==> src/sv/tlc_pkg.sv <==
// tlc_pkg: shared types, constants and the arctangent table of the trajectory limit checker
`default_nettype none
package tlc_pkg;

  localparam int CORDIC_STEPS = 16;
  localparam int ITER_W       = $clog2(CORDIC_STEPS);
  localparam int ATAN_IDX_W   = 5;
  localparam int X_W          = 28;
  localparam int ACC_W        = 21;
  localparam int HEAD_W       = 17;
  localparam int MAG_W        = 17;
  localparam int SPROD_W      = 30;
  localparam int STEER_W      = 22;
  localparam int DS_W         = 23;
  localparam int MPROD_W      = 44;
  localparam int RHS_W        = 48;
  localparam int LV_W         = 37;
  localparam int LS_W         = 43;
  localparam int ADDR_W       = 5;

  localparam logic signed [ACC_W-1:0] PI_Q16   = ACC_W'(205887);
  localparam logic [15:0]             GAIN_Q16 = 16'd39797;
  localparam logic [19:0]             US_PER_S = 20'd1000000;
  localparam logic [MAG_W-1:0]        MAG_MAX  = {MAG_W{1'b1}};

  localparam logic [2:0] REG_SPEED_LIMIT = 3'd0;
  localparam logic [2:0] REG_ACCEL_LIMIT = 3'd1;
  localparam logic [2:0] REG_DECEL_LIMIT = 3'd2;
  localparam logic [2:0] REG_STEER_LIMIT = 3'd3;
  localparam logic [2:0] REG_STEER_RATE  = 3'd4;
  localparam logic [2:0] REG_WHEEL_BASE  = 3'd5;

  typedef enum logic [3:0] {
    ST_IDLE, ST_CORDIC, ST_MAG, ST_STEER, ST_DIFF, ST_PREP, ST_MUL, ST_CMP, ST_EMIT
  } state_t;

  typedef struct packed {
    logic [15:0] speed_limit;
    logic [15:0] accel_limit;
    logic [15:0] decel_limit;
    logic [15:0] steer_limit;
    logic [15:0] steer_rate_limit;
    logic [11:0] wheel_base;
  } cfg_t;

  typedef struct packed {
    logic              load;
    logic              step;
    logic              mag;
    logic              steer;
    logic              diff;
    logic              prep;
    logic              mul;
    logic              cmp;
    logic              clear;
    logic [ITER_W-1:0] iter;
  } cmd_t;

  typedef struct packed {
    logic feasible;
  } status_t;

  function automatic logic signed [ACC_W-1:0] atan_q16(input logic [ATAN_IDX_W-1:0] idx);
    logic signed [ACC_W-1:0] v;
    unique case (idx)
      5'd0:    v = ACC_W'(51472);
      5'd1:    v = ACC_W'(30386);
      5'd2:    v = ACC_W'(16055);
      5'd3:    v = ACC_W'(8150);
      5'd4:    v = ACC_W'(4091);
      5'd5:    v = ACC_W'(2047);
      5'd6:    v = ACC_W'(1024);
      5'd7:    v = ACC_W'(512);
      5'd8:    v = ACC_W'(256);
      5'd9:    v = ACC_W'(128);
      5'd10:   v = ACC_W'(64);
      5'd11:   v = ACC_W'(32);
      5'd12:   v = ACC_W'(16);
      5'd13:   v = ACC_W'(8);
      5'd14:   v = ACC_W'(4);
      5'd15:   v = ACC_W'(2);
      5'd16:   v = ACC_W'(1);
      default: v = '0;
    endcase
    return v;
  endfunction

endpackage
`default_nettype wire

==> src/sv/tlc_ctrl.sv <==
// tlc_ctrl: sequencer that steps one point through cordic, scaling and limit checks
`default_nettype none
module tlc_ctrl (
  input  wire                clk,
  input  wire                rst_n,
  input  wire                in_valid,
  output logic               in_ready,
  input  wire                in_last_point,
  output logic               out_valid,
  input  wire                out_ready,
  output logic               out_feasible,
  output tlc_pkg::cmd_t      cmd,
  input  tlc_pkg::status_t   status
);
  import tlc_pkg::*;

  state_t            state_r, state_nxt;
  logic [ITER_W-1:0] iter_r, iter_nxt;
  logic              last_r, last_nxt;
  logic              out_valid_r, out_valid_nxt;
  logic              out_feasible_r, out_feasible_nxt;
  logic              accept;

  assign in_ready     = (state_r == ST_IDLE);
  assign accept       = in_valid && in_ready;
  assign out_valid    = out_valid_r;
  assign out_feasible = out_feasible_r;

  always_comb begin
    state_nxt        = state_r;
    iter_nxt         = iter_r;
    last_nxt         = last_r;
    out_valid_nxt    = out_valid_r;
    out_feasible_nxt = out_feasible_r;
    cmd              = '0;
    cmd.iter         = iter_r;
    if (out_valid_r && out_ready) begin
      out_valid_nxt = 1'b0;
    end
    unique case (state_r)
      ST_IDLE: begin
        if (accept) begin
          cmd.load  = 1'b1;
          last_nxt  = in_last_point;
          iter_nxt  = '0;
          state_nxt = ST_CORDIC;
        end
      end
      ST_CORDIC: begin
        cmd.step = 1'b1;
        iter_nxt = iter_r + 1'b1;
        if (iter_r == ITER_W'(CORDIC_STEPS - 1)) begin
          state_nxt = ST_MAG;
        end
      end
      ST_MAG: begin
        cmd.mag   = 1'b1;
        state_nxt = ST_STEER;
      end
      ST_STEER: begin
        cmd.steer = 1'b1;
        state_nxt = ST_DIFF;
      end
      ST_DIFF: begin
        cmd.diff  = 1'b1;
        state_nxt = ST_PREP;
      end
      ST_PREP: begin
        cmd.prep  = 1'b1;
        state_nxt = ST_MUL;
      end
      ST_MUL: begin
        cmd.mul   = 1'b1;
        state_nxt = ST_CMP;
      end
      ST_CMP: begin
        cmd.cmp   = 1'b1;
        state_nxt = last_r ? ST_EMIT : ST_IDLE;
      end
      ST_EMIT: begin
        if (!out_valid_r || out_ready) begin
          out_valid_nxt    = 1'b1;
          out_feasible_nxt = status.feasible;
          cmd.clear        = 1'b1;
          state_nxt        = ST_IDLE;
        end
      end
      default: state_nxt = ST_IDLE;
    endcase
  end

  always_ff @(posedge clk) begin
    if (!rst_n) begin
      state_r     <= ST_IDLE;
      iter_r      <= '0;
      last_r      <= 1'b0;
      out_valid_r <= 1'b0;
    end else begin
      state_r     <= state_nxt;
      iter_r      <= iter_nxt;
      last_r      <= last_nxt;
      out_valid_r <= out_valid_nxt;
    end
  end

  always_ff @(posedge clk) begin
    out_feasible_r <= out_feasible_nxt;
  end

endmodule
`default_nettype wire

==> config.mk <==
export PLATFORM = sky130hd
export DESIGN_NAME = tlc_ctrl
export DESIGN_NICKNAME = d
export VERILOG_FILES = /design/src/sv/tlc_pkg.sv /design/src/sv/tlc_ctrl.sv
export SDC_FILE = /design/constraint.sdc
export NUM_CORES = 1
export LEC_CHECK = 0
export BUFFER_PORTS_ARGS = -buffer_cell sky130_fd_sc_hd__buf_2
export CAP_MARGIN = 20
export CORE_MARGIN = 2
export CORE_UTILIZATION = 28
export CTS_CLUSTER_SIZE = 30
export DETAILED_ROUTE_END_ITERATION = 8
export PLACE_DENSITY = 0.54
export SYNTH_ARGS = -nofsm -noshare
export SYNTH_HDL_FRONTEND = slang
export SYNTH_SLANG_ARGS = --single-unit
==> constraint.sdc <==
create_clock -name clk -period 2.2 [get_ports clk]
set_input_delay 0.33 -clock clk [delete_from_list [all_inputs] [get_ports clk]]
set_output_delay 0.33 -clock clk [all_outputs]
set_load 0.02 [all_outputs]
Word level (Yosys, flattened, before mapping)
Cells that the tools add are included.
{"block": "totals", "regBits": 11, "in_bits": 6, "elab_cells": 49}
{"block": "op_classes", "add_sub_neg": 1, "eq_ne": 12, "n_mux": 21, "reduce_logical": 10}
{"operator": "4-bit case mux with 9 select lines", "count": 1}
{"operator": "4-bit 2-to-1 mux", "count": 5}
{"operator": "4-bit by 3-bit equality test with 1-bit output, second input constant", "count": 4}
{"operator": "1-bit 2-to-1 mux", "count": 14}
{"operator": "4-bit by 2-bit equality test with 1-bit output, second input constant", "count": 2}
{"operator": "4-bit equality test, second input constant", "count": 2}
{"operator": "4-bit case mux with 2 select lines", "count": 1}
{"operator": "2-bit AND reduction", "count": 3}
{"operator": "4-bit by 1-bit adder with 4-bit output, second input constant", "count": 1}
{"operator": "4-bit by 1-bit equality test with 1-bit output, second input constant", "count": 1}
{"operator": "4-bit zero test", "count": 1}
{"operator": "2-bit != test, second input constant", "count": 2}
{"operator": "3-bit AND reduction", "count": 1}
{"operator": "1-bit logical AND", "count": 2}
{"operator": "2-bit by 1-bit != test with 1-bit output, second input constant", "count": 1}
{"operator": "2-bit nonzero test", "count": 1}
{"operator": "1-bit zero test", "count": 1}
{"operator": "1-bit logical OR", "count": 1}

Logic depth before layout (Yosys ltp)
{"block": "depth", "depth_word": 4, "depth_mapped": 4}

Worst setup path before layout
OpenSTA, ideal clock, no wires.
{"block": "synth_timing", "path_type": "reg-to-output", "start": "register state_r[3]", "end": "output port cmd[12] in the netlist's numbering", "t_arrival_ps": 1402, "t_required_ps": 1870, "slack_ps": 468, "stages_incl_launch_ff": 4, "path_cell_list": "dfxtp_1 > buf_2 > nor4_2 > and2_1"}
{"element": "start, declared", "line": "tlc_ctrl.sv:17", "source": "state_t state_r, state_nxt;"}
{"element": "start signal, assigned", "line": "tlc_ctrl.sv:99", "source": "state_r <= state_nxt;"}
{"element": "end, declared", "line": "tlc_ctrl.sv:12", "source": "output tlc_pkg::cmd_t cmd,"}

==> results.sh <==
export IMPL_p_leak_nw=0.3116
export IMPL_area_growth_pct=24.29
export IMPL_status="finished clean"
export IMPL_fillCellCount=218
export IMPL_num_vias=530
export IMPL_cts_setup_buffers=0
export IMPL_cp_arrival_ps=1670
export IMPL_critPathMaxFanout=11
export IMPL_crit_slowest_cell="dfxtp_1"
export IMPL_final_setup_tns_ps=0
export IMPL_tritoncts="yes"
export IMPL_grt_remaining_overflow=0
export IMPL_cts_resized=0
export IMPL_remaining_drc_errors=0
export IMPL_hold_buffers=0
export IMPL_port_buffers=21
export IMPL_nets=92
export IMPL_clock_fmax_mhz=498.9
export IMPL_start_kind="flop"
export IMPL_grt_met1_usage_pct=15.94
export IMPL_clkTransAtPathRegs_ps=70
export IMPL_post_dp_hpwl_um=941.5
export IMPL_rows=16
export IMPL_ys_ff_latch=11
export IMPL_routed_via_density=4.775
export IMPL_grt_pass1_wl_um=2125
export IMPL_min_path_type="in2reg"
export IMPL_crit_required_ps=1870
export IMPL_synth_seq_area_share_pct=40.26
export IMPL_die_area_sq_um=2420
export IMPL_combPwrFrac_pct=23.1
export IMPL_ys_types=28
export IMPL_syn_nets=70
export IMPL_fin_crit_sh_pct=91.10
export IMPL_fin_hold_ws_ps=236.2
export IMPL_first_pass_iters=2
export IMPL_crit_chain="nor4b_1, nor2b_1, buf_2"
export IMPL_syn_area_per_cell_sq_um=9.076
export IMPL_routabilityCongestion=0.7403
export IMPL_die_h_um=49.19
export IMPL_grt_use_met3_pct=5.828
export IMPL_cts_made_buffers=3
export IMPL_routed_wl_um=1282
export IMPL_syn_inst=63
export IMPL_root_buffer="clkbuf_4"
export IMPL_finClkSkew_ps=1.931
export IMPL_initial_core_util_pct=29.45
export IMPL_crit_type="reg2out"
export IMPL_p_int_uw=330.5
export IMPL_grt_pass1_vias=451
export IMPL_track_usage_pct=11.81
export IMPL_async_flop_share_pct=0
export IMPL_globalRouteMet2Util_pct=15.32
export IMPL_fp_coreArea_sq_um=1942
export IMPL_relSlewSlack_pct=57.51
export IMPL_path_buf_inv=1
export IMPL_setup_worst_path_end_class="output pin"
export IMPL_worstMarginPinSlew_ps=631.5
export IMPL_path_delay_family="simple AND/OR/NAND/NOR gates"
export IMPL_yosys_warnings=0
export IMPL_num_io_pins=22
export IMPL_max_stage_delay_ps=550
export IMPL_pwr_share_seq_pct=48.5
export IMPL_ir_drop_mv=0.3494
export IMPL_cap_violations=0
export IMPL_period_needed_ps=2004
export IMPL_report_power_total_uw=494.7
export IMPL_synthFlopType="dfxtp_1"
export IMPL_p_sw_uw=164.2
export IMPL_setup_violations=0
export IMPL_drtAntennaViolNets=0
export IMPL_synth_edf_count=1
export IMPL_first_iter_violations=3
export IMPL_synth_top_area_cell="dfxtp_1"
export IMPL_cts_sinks=11
export IMPL_grt_max_degree=12
export IMPL_die_width_um=49.19
export IMPL_wl_per_cell_um=11.55
export IMPL_ctsHtreeMaxLevel=1
export IMPL_busiest_layer="met1"
export IMPL_antenna_found_initial=0
export IMPL_worstSkewPairLatency_ps=270
export IMPL_post_route_util_pct=36.60
export IMPL_synth_area_leaders="dfxtp_1 35%, nand2b_1 5.5%, edfxtp_1 5.3%"
export IMPL_rsz0062_at_grt="false"
export IMPL_hold_violations=0
export IMPL_netlist_area_sq_um=571.8
export IMPL_clockPowerShare_pct=28.4
export IMPL_clockBufferDepth=2
export IMPL_drive_gt1_share_pct=30.95
export IMPL_drv_slew=0
export IMPL_netlist_area_leader_share_pct=35.01
export IMPL_num_antenna_cells=0
export IMPL_swShare_pct=33.19
export IMPL_power_density_nw_per_um2=696.1
## worst register-to-register path, delay by kind of cell (launching register included)
kind | cells | cell delay [ps]
AND/OR/NAND/NOR | 2 | 670
flip-flops | 1 | 550
## metal layers
metal | up-vias | wire, um
li1 | 271 | -
met1 | 242 | 618
met2 | 15 | 556
met3 | 2 | 94
met4 | 0 | 12
met5 | - | 0
## kinds of logic after synthesis
family | after synthesis | share of synthesized area [%]
and+or+nand+nor | 33 | 35.01
AOI/OAI and AO/OA | 12 | 15.76
DFF | 11 | 40.26
buffers and inverters | 5 | 5.250
xor gates and xnor gates | 1 | 1.532
adders and majority gates | 1 | 2.188
## cells in the mapped netlist, types with 2 or more instances
cell type  instances
dfxtp_1           10
nor2_1             8
nand2b_1           5
nor3_1             5
buf_2              3
nand2_1            3
a211oi_1           2
a21oi_1            2
a311oi_1           2
and2_1             2
nand3_1            2
nor2b_1            2
o21a_1             2
## metrics by stage
step / instances / setup WS [ps] / instance area, sq um
finish: 111 / 195.7 / 710.7
global route: 111 / 58.59 / 710.7
CTS: 111 / 172.5 / 710.7
detailed placement: 107 / 485.4 / 684.4
global placement: 107 / 517.2 / 684.4
floorplan: 63 / 468.3 / 571.8
## power groups by stage
stage                     Combinational, mW  Sequential, mW  Clock [mW]
after floorplan                      0.0955           0.233           0
after global placement                0.114           0.244           0
after detailed placement              0.115           0.245           0
after CTS                             0.116           0.240       0.150
after global routing                  0.127           0.244       0.159
final                                 0.114           0.240       0.140
## cell usage in the layout, fill, tap and decap left out, types with 2 or more instances in the layout
cell / n
a211oi_1: 2
a21oi_1: 2
a311oi_1: 2
and2_1: 2
buf_2: 21
clkbuf_4: 3
dfxtp_1: 10
nand2_1: 3
nand2b_1: 5
nand3_1: 2
nor2_1: 8
nor2b_1: 2
nor3_1: 5
o21a_1: 2
## worst paths after layout
kind	start	to	slack, ps	depth (start not counted)
worst max register to register	state_r[3]$_SDFFE_PN0P_	out_feasible$_DFFE_PP_	690	2
worst max-delay path	state_r[3]$_SDFFE_PN0P_	cmd[4]	200	3
worst min-delay path	status	out_feasible$_DFFE_PP_	240	1
worst min register to register	iter_r[3]$_SDFFE_PN0P_	iter_r[3]$_SDFFE_PN0P_	520	1
## layout make-up
type                       count  area [sq um]  share of cell area [%]
clock buffer                   4         26.28                   3.697
inverter                       1         3.754                  0.5282
multi-input combinational     47         311.5                   43.84
sequential                    11         230.2                   32.39
tap                           27         33.78                   4.754
timing repair buffer          21         105.1                   14.79
## state kept, by name, summed over array words and instances, names as in the netlist
name,flops
last_r,1
out_valid,1
iter_r,4
state_r,4
out_feasible,1
Note: power is estimated with default switching activity, not from simulation.
