--- src/sv/tlc_pkg.sv ---
// tlc_pkg: shared types, constants and the arctangent table of the trajectory limit checker
`default_nettype none
package tlc_pkg;

  localparam int CORDIC_STEPS = 16;
  localparam int ITER_W       = $clog2(CORDIC_STEPS);
  localparam int ATAN_IDX_W   = 5;
  localparam int X_W          = 28;
  localparam int ACC_W        = 21;
  localparam int HEAD_W       = 17;
  localparam int MAG_W        = 17;
  localparam int SPROD_W      = 30;
  localparam int STEER_W      = 22;
  localparam int DS_W         = 23;
  localparam int MPROD_W      = 44;
  localparam int RHS_W        = 48;
  localparam int LV_W         = 37;
  localparam int LS_W         = 43;
  localparam int ADDR_W       = 5;

  localparam logic signed [ACC_W-1:0] PI_Q16   = ACC_W'(205887);
  localparam logic [15:0]             GAIN_Q16 = 16'd39797;
  localparam logic [19:0]             US_PER_S = 20'd1000000;
  localparam logic [MAG_W-1:0]        MAG_MAX  = {MAG_W{1'b1}};

  localparam logic [2:0] REG_SPEED_LIMIT = 3'd0;
  localparam logic [2:0] REG_ACCEL_LIMIT = 3'd1;
  localparam logic [2:0] REG_DECEL_LIMIT = 3'd2;
  localparam logic [2:0] REG_STEER_LIMIT = 3'd3;
  localparam logic [2:0] REG_STEER_RATE  = 3'd4;
  localparam logic [2:0] REG_WHEEL_BASE  = 3'd5;

  typedef enum logic [3:0] {
    ST_IDLE, ST_CORDIC, ST_MAG, ST_STEER, ST_DIFF, ST_PREP, ST_MUL, ST_CMP, ST_EMIT
  } state_t;

  typedef struct packed {
    logic [15:0] speed_limit;
    logic [15:0] accel_limit;
    logic [15:0] decel_limit;
    logic [15:0] steer_limit;
    logic [15:0] steer_rate_limit;
    logic [11:0] wheel_base;
  } cfg_t;

  typedef struct packed {
    logic              load;
    logic              step;
    logic              mag;
    logic              steer;
    logic              diff;
    logic              prep;
    logic              mul;
    logic              cmp;
    logic              clear;
    logic [ITER_W-1:0] iter;
  } cmd_t;

  typedef struct packed {
    logic feasible;
  } status_t;

  function automatic logic signed [ACC_W-1:0] atan_q16(input logic [ATAN_IDX_W-1:0] idx);
    logic signed [ACC_W-1:0] v;
    unique case (idx)
      5'd0:    v = ACC_W'(51472);
      5'd1:    v = ACC_W'(30386);
      5'd2:    v = ACC_W'(16055);
      5'd3:    v = ACC_W'(8150);
      5'd4:    v = ACC_W'(4091);
      5'd5:    v = ACC_W'(2047);
      5'd6:    v = ACC_W'(1024);
      5'd7:    v = ACC_W'(512);
      5'd8:    v = ACC_W'(256);
      5'd9:    v = ACC_W'(128);
      5'd10:   v = ACC_W'(64);
      5'd11:   v = ACC_W'(32);
      5'd12:   v = ACC_W'(16);
      5'd13:   v = ACC_W'(8);
      5'd14:   v = ACC_W'(4);
      5'd15:   v = ACC_W'(2);
      5'd16:   v = ACC_W'(1);
      default: v = '0;
    endcase
    return v;
  endfunction

endpackage
`default_nettype wire

--- src/sv/tlc_regs.sv ---
// tlc_regs: configuration register file behind the apb-style port
`default_nettype none
module tlc_regs (
  input  wire                        clk,
  input  wire                        rst_n,
  input  wire                        cfg_psel,
  input  wire                        cfg_penable,
  input  wire                        cfg_pwrite,
  input  wire [tlc_pkg::ADDR_W-1:0]  cfg_paddr,
  input  wire [31:0]                 cfg_pwdata,
  output logic [31:0]                cfg_prdata,
  output logic                       cfg_pready,
  output tlc_pkg::cfg_t              cfg
);
  import tlc_pkg::*;

  cfg_t       cfg_r, cfg_nxt;
  logic       wr_en;
  logic [2:0] idx;

  assign idx        = cfg_paddr[4:2];
  assign wr_en      = cfg_psel && cfg_penable && cfg_pwrite;
  assign cfg_pready = 1'b1;
  assign cfg        = cfg_r;

  always_comb begin
    cfg_nxt = cfg_r;
    if (wr_en) begin
      unique case (idx)
        REG_SPEED_LIMIT: cfg_nxt.speed_limit      = cfg_pwdata[15:0];
        REG_ACCEL_LIMIT: cfg_nxt.accel_limit      = cfg_pwdata[15:0];
        REG_DECEL_LIMIT: cfg_nxt.decel_limit      = cfg_pwdata[15:0];
        REG_STEER_LIMIT: cfg_nxt.steer_limit      = cfg_pwdata[15:0];
        REG_STEER_RATE:  cfg_nxt.steer_rate_limit = cfg_pwdata[15:0];
        REG_WHEEL_BASE:  cfg_nxt.wheel_base       = cfg_pwdata[11:0];
        default: ;
      endcase
    end
  end

  always_comb begin
    unique case (idx)
      REG_SPEED_LIMIT: cfg_prdata = {16'd0, cfg_r.speed_limit};
      REG_ACCEL_LIMIT: cfg_prdata = {16'd0, cfg_r.accel_limit};
      REG_DECEL_LIMIT: cfg_prdata = {16'd0, cfg_r.decel_limit};
      REG_STEER_LIMIT: cfg_prdata = {16'd0, cfg_r.steer_limit};
      REG_STEER_RATE:  cfg_prdata = {16'd0, cfg_r.steer_rate_limit};
      REG_WHEEL_BASE:  cfg_prdata = {20'd0, cfg_r.wheel_base};
      default:         cfg_prdata = '0;
    endcase
  end

  always_ff @(posedge clk) begin
    if (!rst_n) begin
      cfg_r.speed_limit      <= 16'hFFFF;
      cfg_r.accel_limit      <= 16'hFFFF;
      cfg_r.decel_limit      <= 16'hFFFF;
      cfg_r.steer_limit      <= 16'hFFFF;
      cfg_r.steer_rate_limit <= 16'hFFFF;
      cfg_r.wheel_base       <= '0;
    end else begin
      cfg_r <= cfg_nxt;
    end
  end

endmodule
`default_nettype wire

--- config.mk ---
export PLATFORM = sky130hd
export DESIGN_NAME = tlc_regs
export DESIGN_NICKNAME = d
export VERILOG_FILES = /design/src/sv/tlc_pkg.sv /design/src/sv/tlc_regs.sv
export SDC_FILE = /design/constraint.sdc
export NUM_CORES = 1
export LEC_CHECK = 0
export BUFFER_PORTS_ARGS = -buffer_cell sky130_fd_sc_hd__buf_4
export CAP_MARGIN = 20
export CORE_ASPECT_RATIO = 1.25
export CORE_MARGIN = 5
export CORE_UTILIZATION = 50
export DETAILED_ROUTE_END_ITERATION = 10
export GPL_TIMING_DRIVEN = 0
export PLACE_DENSITY_LB_ADDON = 0.12
export SLEW_MARGIN = 20
export SYNTH_ARGS = -nofsm -noshare
export SYNTH_HDL_FRONTEND = slang
export SYNTH_SLANG_ARGS = --single-unit
--- constraint.sdc ---
create_clock -name clk -period 1.1 [get_ports clk]
set_input_delay 0 -clock clk [delete_from_list [all_inputs] [get_ports clk]]
set_output_delay 0 -clock clk [all_outputs]
set_load 0.005 [all_outputs]
After elaboration in Yosys (flattened, before gate mapping)
Cells that the tools add are included.

Equality and inequality tests: 5. Muxes and demuxes: 1. Reductions and logical operators: 9.

Operators by type and width (number): 16-bit case mux with 6 select lines (1); 2-bit AND reduction (6); 3-bit by 2-bit == test with 1-bit output, second input constant (2); 3-bit == test, second input constant (2); 3-bit by 1-bit == test with 1-bit output, second input constant (1); 3-bit zero test (1); 1-bit logical AND (2).

Register bits after elaboration: 92. Output and inout bits: 125.

Longest topological paths before layout
Depth in word-level cells: 3. Mapped depth: 6.

Worst setup path before layout
Ideal clock, no wire load.

Path type: input-to-reg. Start: input port cfg_paddr[2] (netlist bit). End: register cfg_r (netlist bit cfg[82]). Library setup time: 0.132 ns. Arrival time: 0.844 ns. Slack: 0.124 ns. Cell stages on the path: 6. Path buffers: 3. Cell sequence: and4b_1 > buf_6 > and2_1 > buf_6 > buf_6 > o211ai_2.

Longest elaborated chain between the ends: 2.

RTL lines: start: declaration (RTL line tlc_regs.sv:9) `input wire [tlc_pkg::ADDR_W-1:0] cfg_paddr,`; 3-bit zero test (RTL line tlc_regs.sv:29) `unique case (idx)`; 2-bit AND reduction (no source line); end signal: assignment (RTL line tlc_regs.sv:62) `cfg_r <= cfg_nxt;`; end: declaration (RTL line tlc_regs.sv:17) `cfg_t cfg_r, cfg_nxt;`.

Every way passes these cells. A chain may end at the register's enable or synchronous reset.

Worst setup path after layout
Start: register cfg_r (netlist bit cfg[33]). End: output port cfg_prdata[5].

Longest elaborated chain between the ends: 1.

RTL lines: 16-bit case mux with 6 select lines (RTL line tlc_regs.sv:42) `unique case (idx)`; end: declaration (RTL line tlc_regs.sv:11) `output logic [31:0] cfg_prdata,`.

Every way passes these cells.

==> metrics.txt <==
# TYPE chip_impl_metric gauge
chip_impl_metric{name="postSynthRegisterBits",unit=""} 92
chip_impl_info{name="grt_setup_unrepaired",value="yes"} 1
chip_impl_metric{name="clock_sinks",unit=""} 92
chip_impl_metric{name="hold_viol",unit=""} 0
chip_impl_metric{name="synthesis.area",unit="um^2"} 4650
chip_impl_metric{name="fin_nets",unit=""} 723
chip_impl_info{name="end_kind",value="output port"} 1
chip_impl_metric{name="pin_count_of_the_biggest_net_entering_global_routing",unit=""} 15
chip_impl_info{name="failed_checks",value="setup timing"} 1
chip_impl_metric{name="floorplan.initialDensity",unit="%"} 51.0
chip_impl_metric{name="switchingPower",unit="mW"} 1.85
chip_impl_metric{name="core-area",unit="um^2"} 9130
chip_impl_metric{name="power_density",unit="nW/um^2"} 1140
chip_impl_metric{name="yosysUniqueCellTypes",unit=""} 34
chip_impl_metric{name="combinationalPowerShare",unit="%"} 12.7
chip_impl_metric{name="cp.required",unit="ps"} 1100
chip_impl_metric{name="dr.pass1.iters",unit=""} 5
chip_impl_metric{name="syn2layout_area_growth",unit="%"} 42.3
chip_impl_metric{name="synthesis.yosys.warnings",unit=""} 0
chip_impl_info{name="cpMaxStageDelayCell",value="dfxtp_1"} 1
chip_impl_metric{name="worst_pin_slew",unit="ps"} 743
chip_impl_metric{name="grt_pass1_wl",unit="um"} 24400
chip_impl_info{name="startpoint",value="cfg[33]"} 1
chip_impl_info{name="clock-root-buffer",value="clkbuf_16"} 1
chip_impl_metric{name="cell_int_power",unit="mW"} 5.68
chip_impl_metric{name="cpPeakStageDelay",unit="ps"} 350
chip_impl_metric{name="detail_route.drc_violations",unit=""} 0
chip_impl_metric{name="routed_via_density",unit=""} 5.55
chip_impl_metric{name="finalCoreUtilization",unit="%"} 72.5
chip_impl_metric{name="layout_setup_ws",unit="ps"} -333
chip_impl_info{name="r2r-end",value="cfg[63]"} 1
chip_impl_info{name="min-delay-start",value="rst_n"} 1
chip_impl_metric{name="die_y",unit="um"} 118
chip_impl_metric{name="min_period_over_period",unit="%"} 130
chip_impl_info{name="setup.worst_path.class",value="reg2out"} 1
chip_impl_info{name="hold_path.class",value="in2reg"} 1
chip_impl_metric{name="switching_share",unit="%"} 24.6
chip_impl_metric{name="cts-htree-levels",unit=""} 3
chip_impl_metric{name="detailedPlace.worstSlack",unit="ps"} -336
chip_impl_metric{name="layout-drive-gt1-share",unit="%"} 42.0
chip_impl_metric{name="crit_path_max_fanout",unit=""} 3
chip_impl_metric{name="max_freq",unit="MHz"} 698
chip_impl_metric{name="postRouteAntennaNets",unit=""} 0
chip_impl_metric{name="synthesized_instance_count",unit=""} 489
chip_impl_metric{name="detail_route.wirelength",unit="um"} 16400
chip_impl_metric{name="maximum_number_of_buffers_from_clock_root_to_sink",unit=""} 2
chip_impl_metric{name="critical_path_arrival",unit="ps"} 1430
chip_impl_metric{name="cts_inserted_buffers",unit=""} 9
chip_impl_metric{name="place.detailed.hpwl",unit="um"} 11100
chip_impl_metric{name="ys_async_rst_share",unit="%"} 0
chip_impl_metric{name="groute.usage.overall",unit="%"} 28.3
chip_impl_metric{name="first_global_vias",unit=""} 4526
chip_impl_metric{name="irDropWorstVdd",unit="uV"} 783
chip_impl_metric{name="antenna_found_initial",unit=""} 0
chip_impl_metric{name="grt.overflow.total",unit=""} 0
chip_impl_metric{name="synth.avg_cell_area",unit="um^2"} 9.51
chip_impl_metric{name="drt-wirelength-per-cell",unit="um"} 20.3
chip_impl_info{name="critical_path.cell_chain",value="mux2_1 > a22oi_1 > a21oi_1 > buf_4"} 1
chip_impl_info{name="synth_flop_cell",value="dfxtp_1"} 1
chip_impl_metric{name="placement.io_buffers",unit=""} 130
chip_impl_metric{name="setup_viol",unit=""} 16
chip_impl_metric{name="floorplan.die_area",unit="um^2"} 11300
chip_impl_info{name="hold_path_end",value="cfg[61]"} 1
chip_impl_metric{name="ant_diodes",unit=""} 0
chip_impl_info{name="cts_tree",value="done"} 1
chip_impl_metric{name="finalWorstPathRequiredPeriod",unit="ps"} 1430
chip_impl_info{name="run_status",value="complete, but fails checks"} 1
chip_impl_metric{name="iteration_0_drc_markers",unit=""} 311
chip_impl_metric{name="power_frac_clock",unit="%"} 42.3
chip_impl_metric{name="fillers",unit=""} 730
chip_impl_metric{name="reg2regPathDepth",unit=""} 4
chip_impl_metric{name="worst_skew_pair.late_latency",unit="ps"} 340
chip_impl_info{name="layout.cells.most_common_list",value="buf_4 (171), mux2i_1 (69), nor2b_1 (66), dfxtp_1 (64), a21oi_1 (39)"} 1
chip_impl_metric{name="num_io_pins",unit=""} 167
chip_impl_metric{name="hold-worst-slack",unit="ps"} 66.6
chip_impl_metric{name="gp_routability_congestion",unit=""} 0.872
chip_impl_metric{name="sequential_group_share_of_total_power",unit="%"} 45.0
chip_impl_metric{name="max-cap-violations",unit=""} 0
chip_impl_metric{name="placementRows",unit=""} 39
chip_impl_metric{name="detailroute.via_count",unit=""} 4486
chip_impl_metric{name="static-leakage-power",unit="nW"} 3.12
chip_impl_metric{name="largest_register_ffs",unit=""} 92
chip_impl_info{name="setup.worst_path.start_class",value="flip-flop"} 1
chip_impl_metric{name="reg2reg_slack",unit="ps"} 210
chip_impl_metric{name="timing.clock.skew",unit="ps"} 0
chip_impl_info{name="critical_path.reg2reg.startpoint",value="cfg[63]"} 1
chip_impl_metric{name="clk_pin_slew_worst_paths",unit="ps"} 70
chip_impl_metric{name="synth-edff-count",unit=""} 0
chip_impl_info{name="mostFrequentLayoutCell",value="buf_4"} 1
chip_impl_metric{name="max_slew_margin",unit="%"} 50.5
chip_impl_metric{name="sequential_element_share_of_the_synthesized_area",unit="%"} 39.6
chip_impl_metric{name="setup_total_negative_slack",unit="ps"} -4240
chip_impl_metric{name="worstHoldPathCells",unit=""} 4
chip_impl_metric{name="report.final.slew_viol_count",unit=""} 0
chip_impl_metric{name="die_w",unit="um"} 96.3
## layout make-up
class                      instances  area [um^2]  share of cell area [%]
tap                              123          154                    2.33
buffer                            57          357                    5.39
clock buffer                      11          253                    3.82
sequential                        92         1880                    28.4
timing repair buffer             166         1290                    19.4
inverter                          17         66.3                    1.00
multi-input combinational        338         2580                    38.9
clock inverter                     5         50.0                   0.756
## Yosys cell counts, drive strengths merged (2+ instances only)
| master | n | area (um^2) |
|---|---|---|
| mux2i | 69 | 691 |
| conb | 2 | 7.51 |
| nand2 | 28 | 123 |
| clkbuf | 17 | 63.8 |
| mux2 | 22 | 248 |
| a21oi | 39 | 195 |
| dfxtp | 92 | 1840 |
| o21ai | 5 | 25.0 |
| a22oi | 7 | 52.6 |
| o211ai | 16 | 170 |
| nand3 | 16 | 80.1 |
| a221oi | 11 | 96.3 |
| inv | 17 | 63.8 |
| nand2b | 17 | 106 |
| nor2b | 67 | 419 |
| a32oi | 4 | 35.0 |
| a2bb2oi | 4 | 35.0 |
| o21a | 4 | 30.0 |
| nor2 | 6 | 22.5 |
| buf | 40 | 283 |
## worst max-delay path, delay by kind of cell (launching register included)
| kind | cells | cell delay (ps) |
|---|---|---|
| muxes | 1 | 300 |
| AOI/OAI and AO/OA | 2 | 270 |
| DFF | 1 | 350 |
| buffers and inverters | 1 | 170 |
## per-layer routing
| metal | GRT usage (%) | up-vias | share of wire, % |
|---|---|---|---|
| li1 | - | 2052 | - |
| met1 | 34.9 | 2167 | 39 |
| met3 | 4.80 | 28 | 8.2 |
| met2 | 48.3 | 239 | 51 |
| met4 | 10.1 | 0 | 2.0 |
| met5 | 0 | - | 0 |
## power by group through the flow
stage | logic, mW | clock network [mW] | registers (mW)
after global routing | 1.01 | 3.32 | 3.39
after detailed placement | 0.838 | 0 | 3.46
after floorplan | 0.463 | 0 | 3.45
after CTS | 0.924 | 3.17 | 3.38
final | 0.958 | 3.19 | 3.38
after global placement | 0.831 | 0 | 3.46
## per-stage QoR
step	instances	power (mW)	cell area (um^2)
2_1_floorplan	504	3.92	4710
3_3_place_gp	757	4.29	5840
3_5_place_dp	757	4.30	5840
4_1_cts	805	7.47	6540
5_1_grt	809	7.72	6620
6_report	809	7.53	6620
## worst max path at each step
stage,end,slack (ps)
2_1_floorplan,cfg[82],120
3_3_place_gp,cfg_prdata[5],-300
3_5_place_dp,cfg[84],-340
4_1_cts,cfg_prdata[5],-330
5_1_grt,cfg_prdata[11],-360
6_report,cfg_prdata[5],-330
## cells by family (layout without fill, tap and decap cells)
kind of cell / count (synthesis) / count (layout) / synth area share (%)
buffers and inverters: 74 / 256 / 8.82
AO/OA/AOI/OAI: 90 / 90 / 13.7
multiplexers: 92 / 92 / 20.7
AND/OR/NAND/NOR: 139 / 139 / 17.0
other: 2 / 17 / 0.161
flip-flops: 92 / 92 / 39.6
## repair_timing
action                                  CTS  global route
setup buffers                            16             4
hold buffers                             16             0
pin swaps                                 8            10
endpoints found under the hold margin    63             0
resized for setup                        45            19
endpoints found under the setup margin   16            38
No activity file was read; power rests on OpenSTA's default activity.
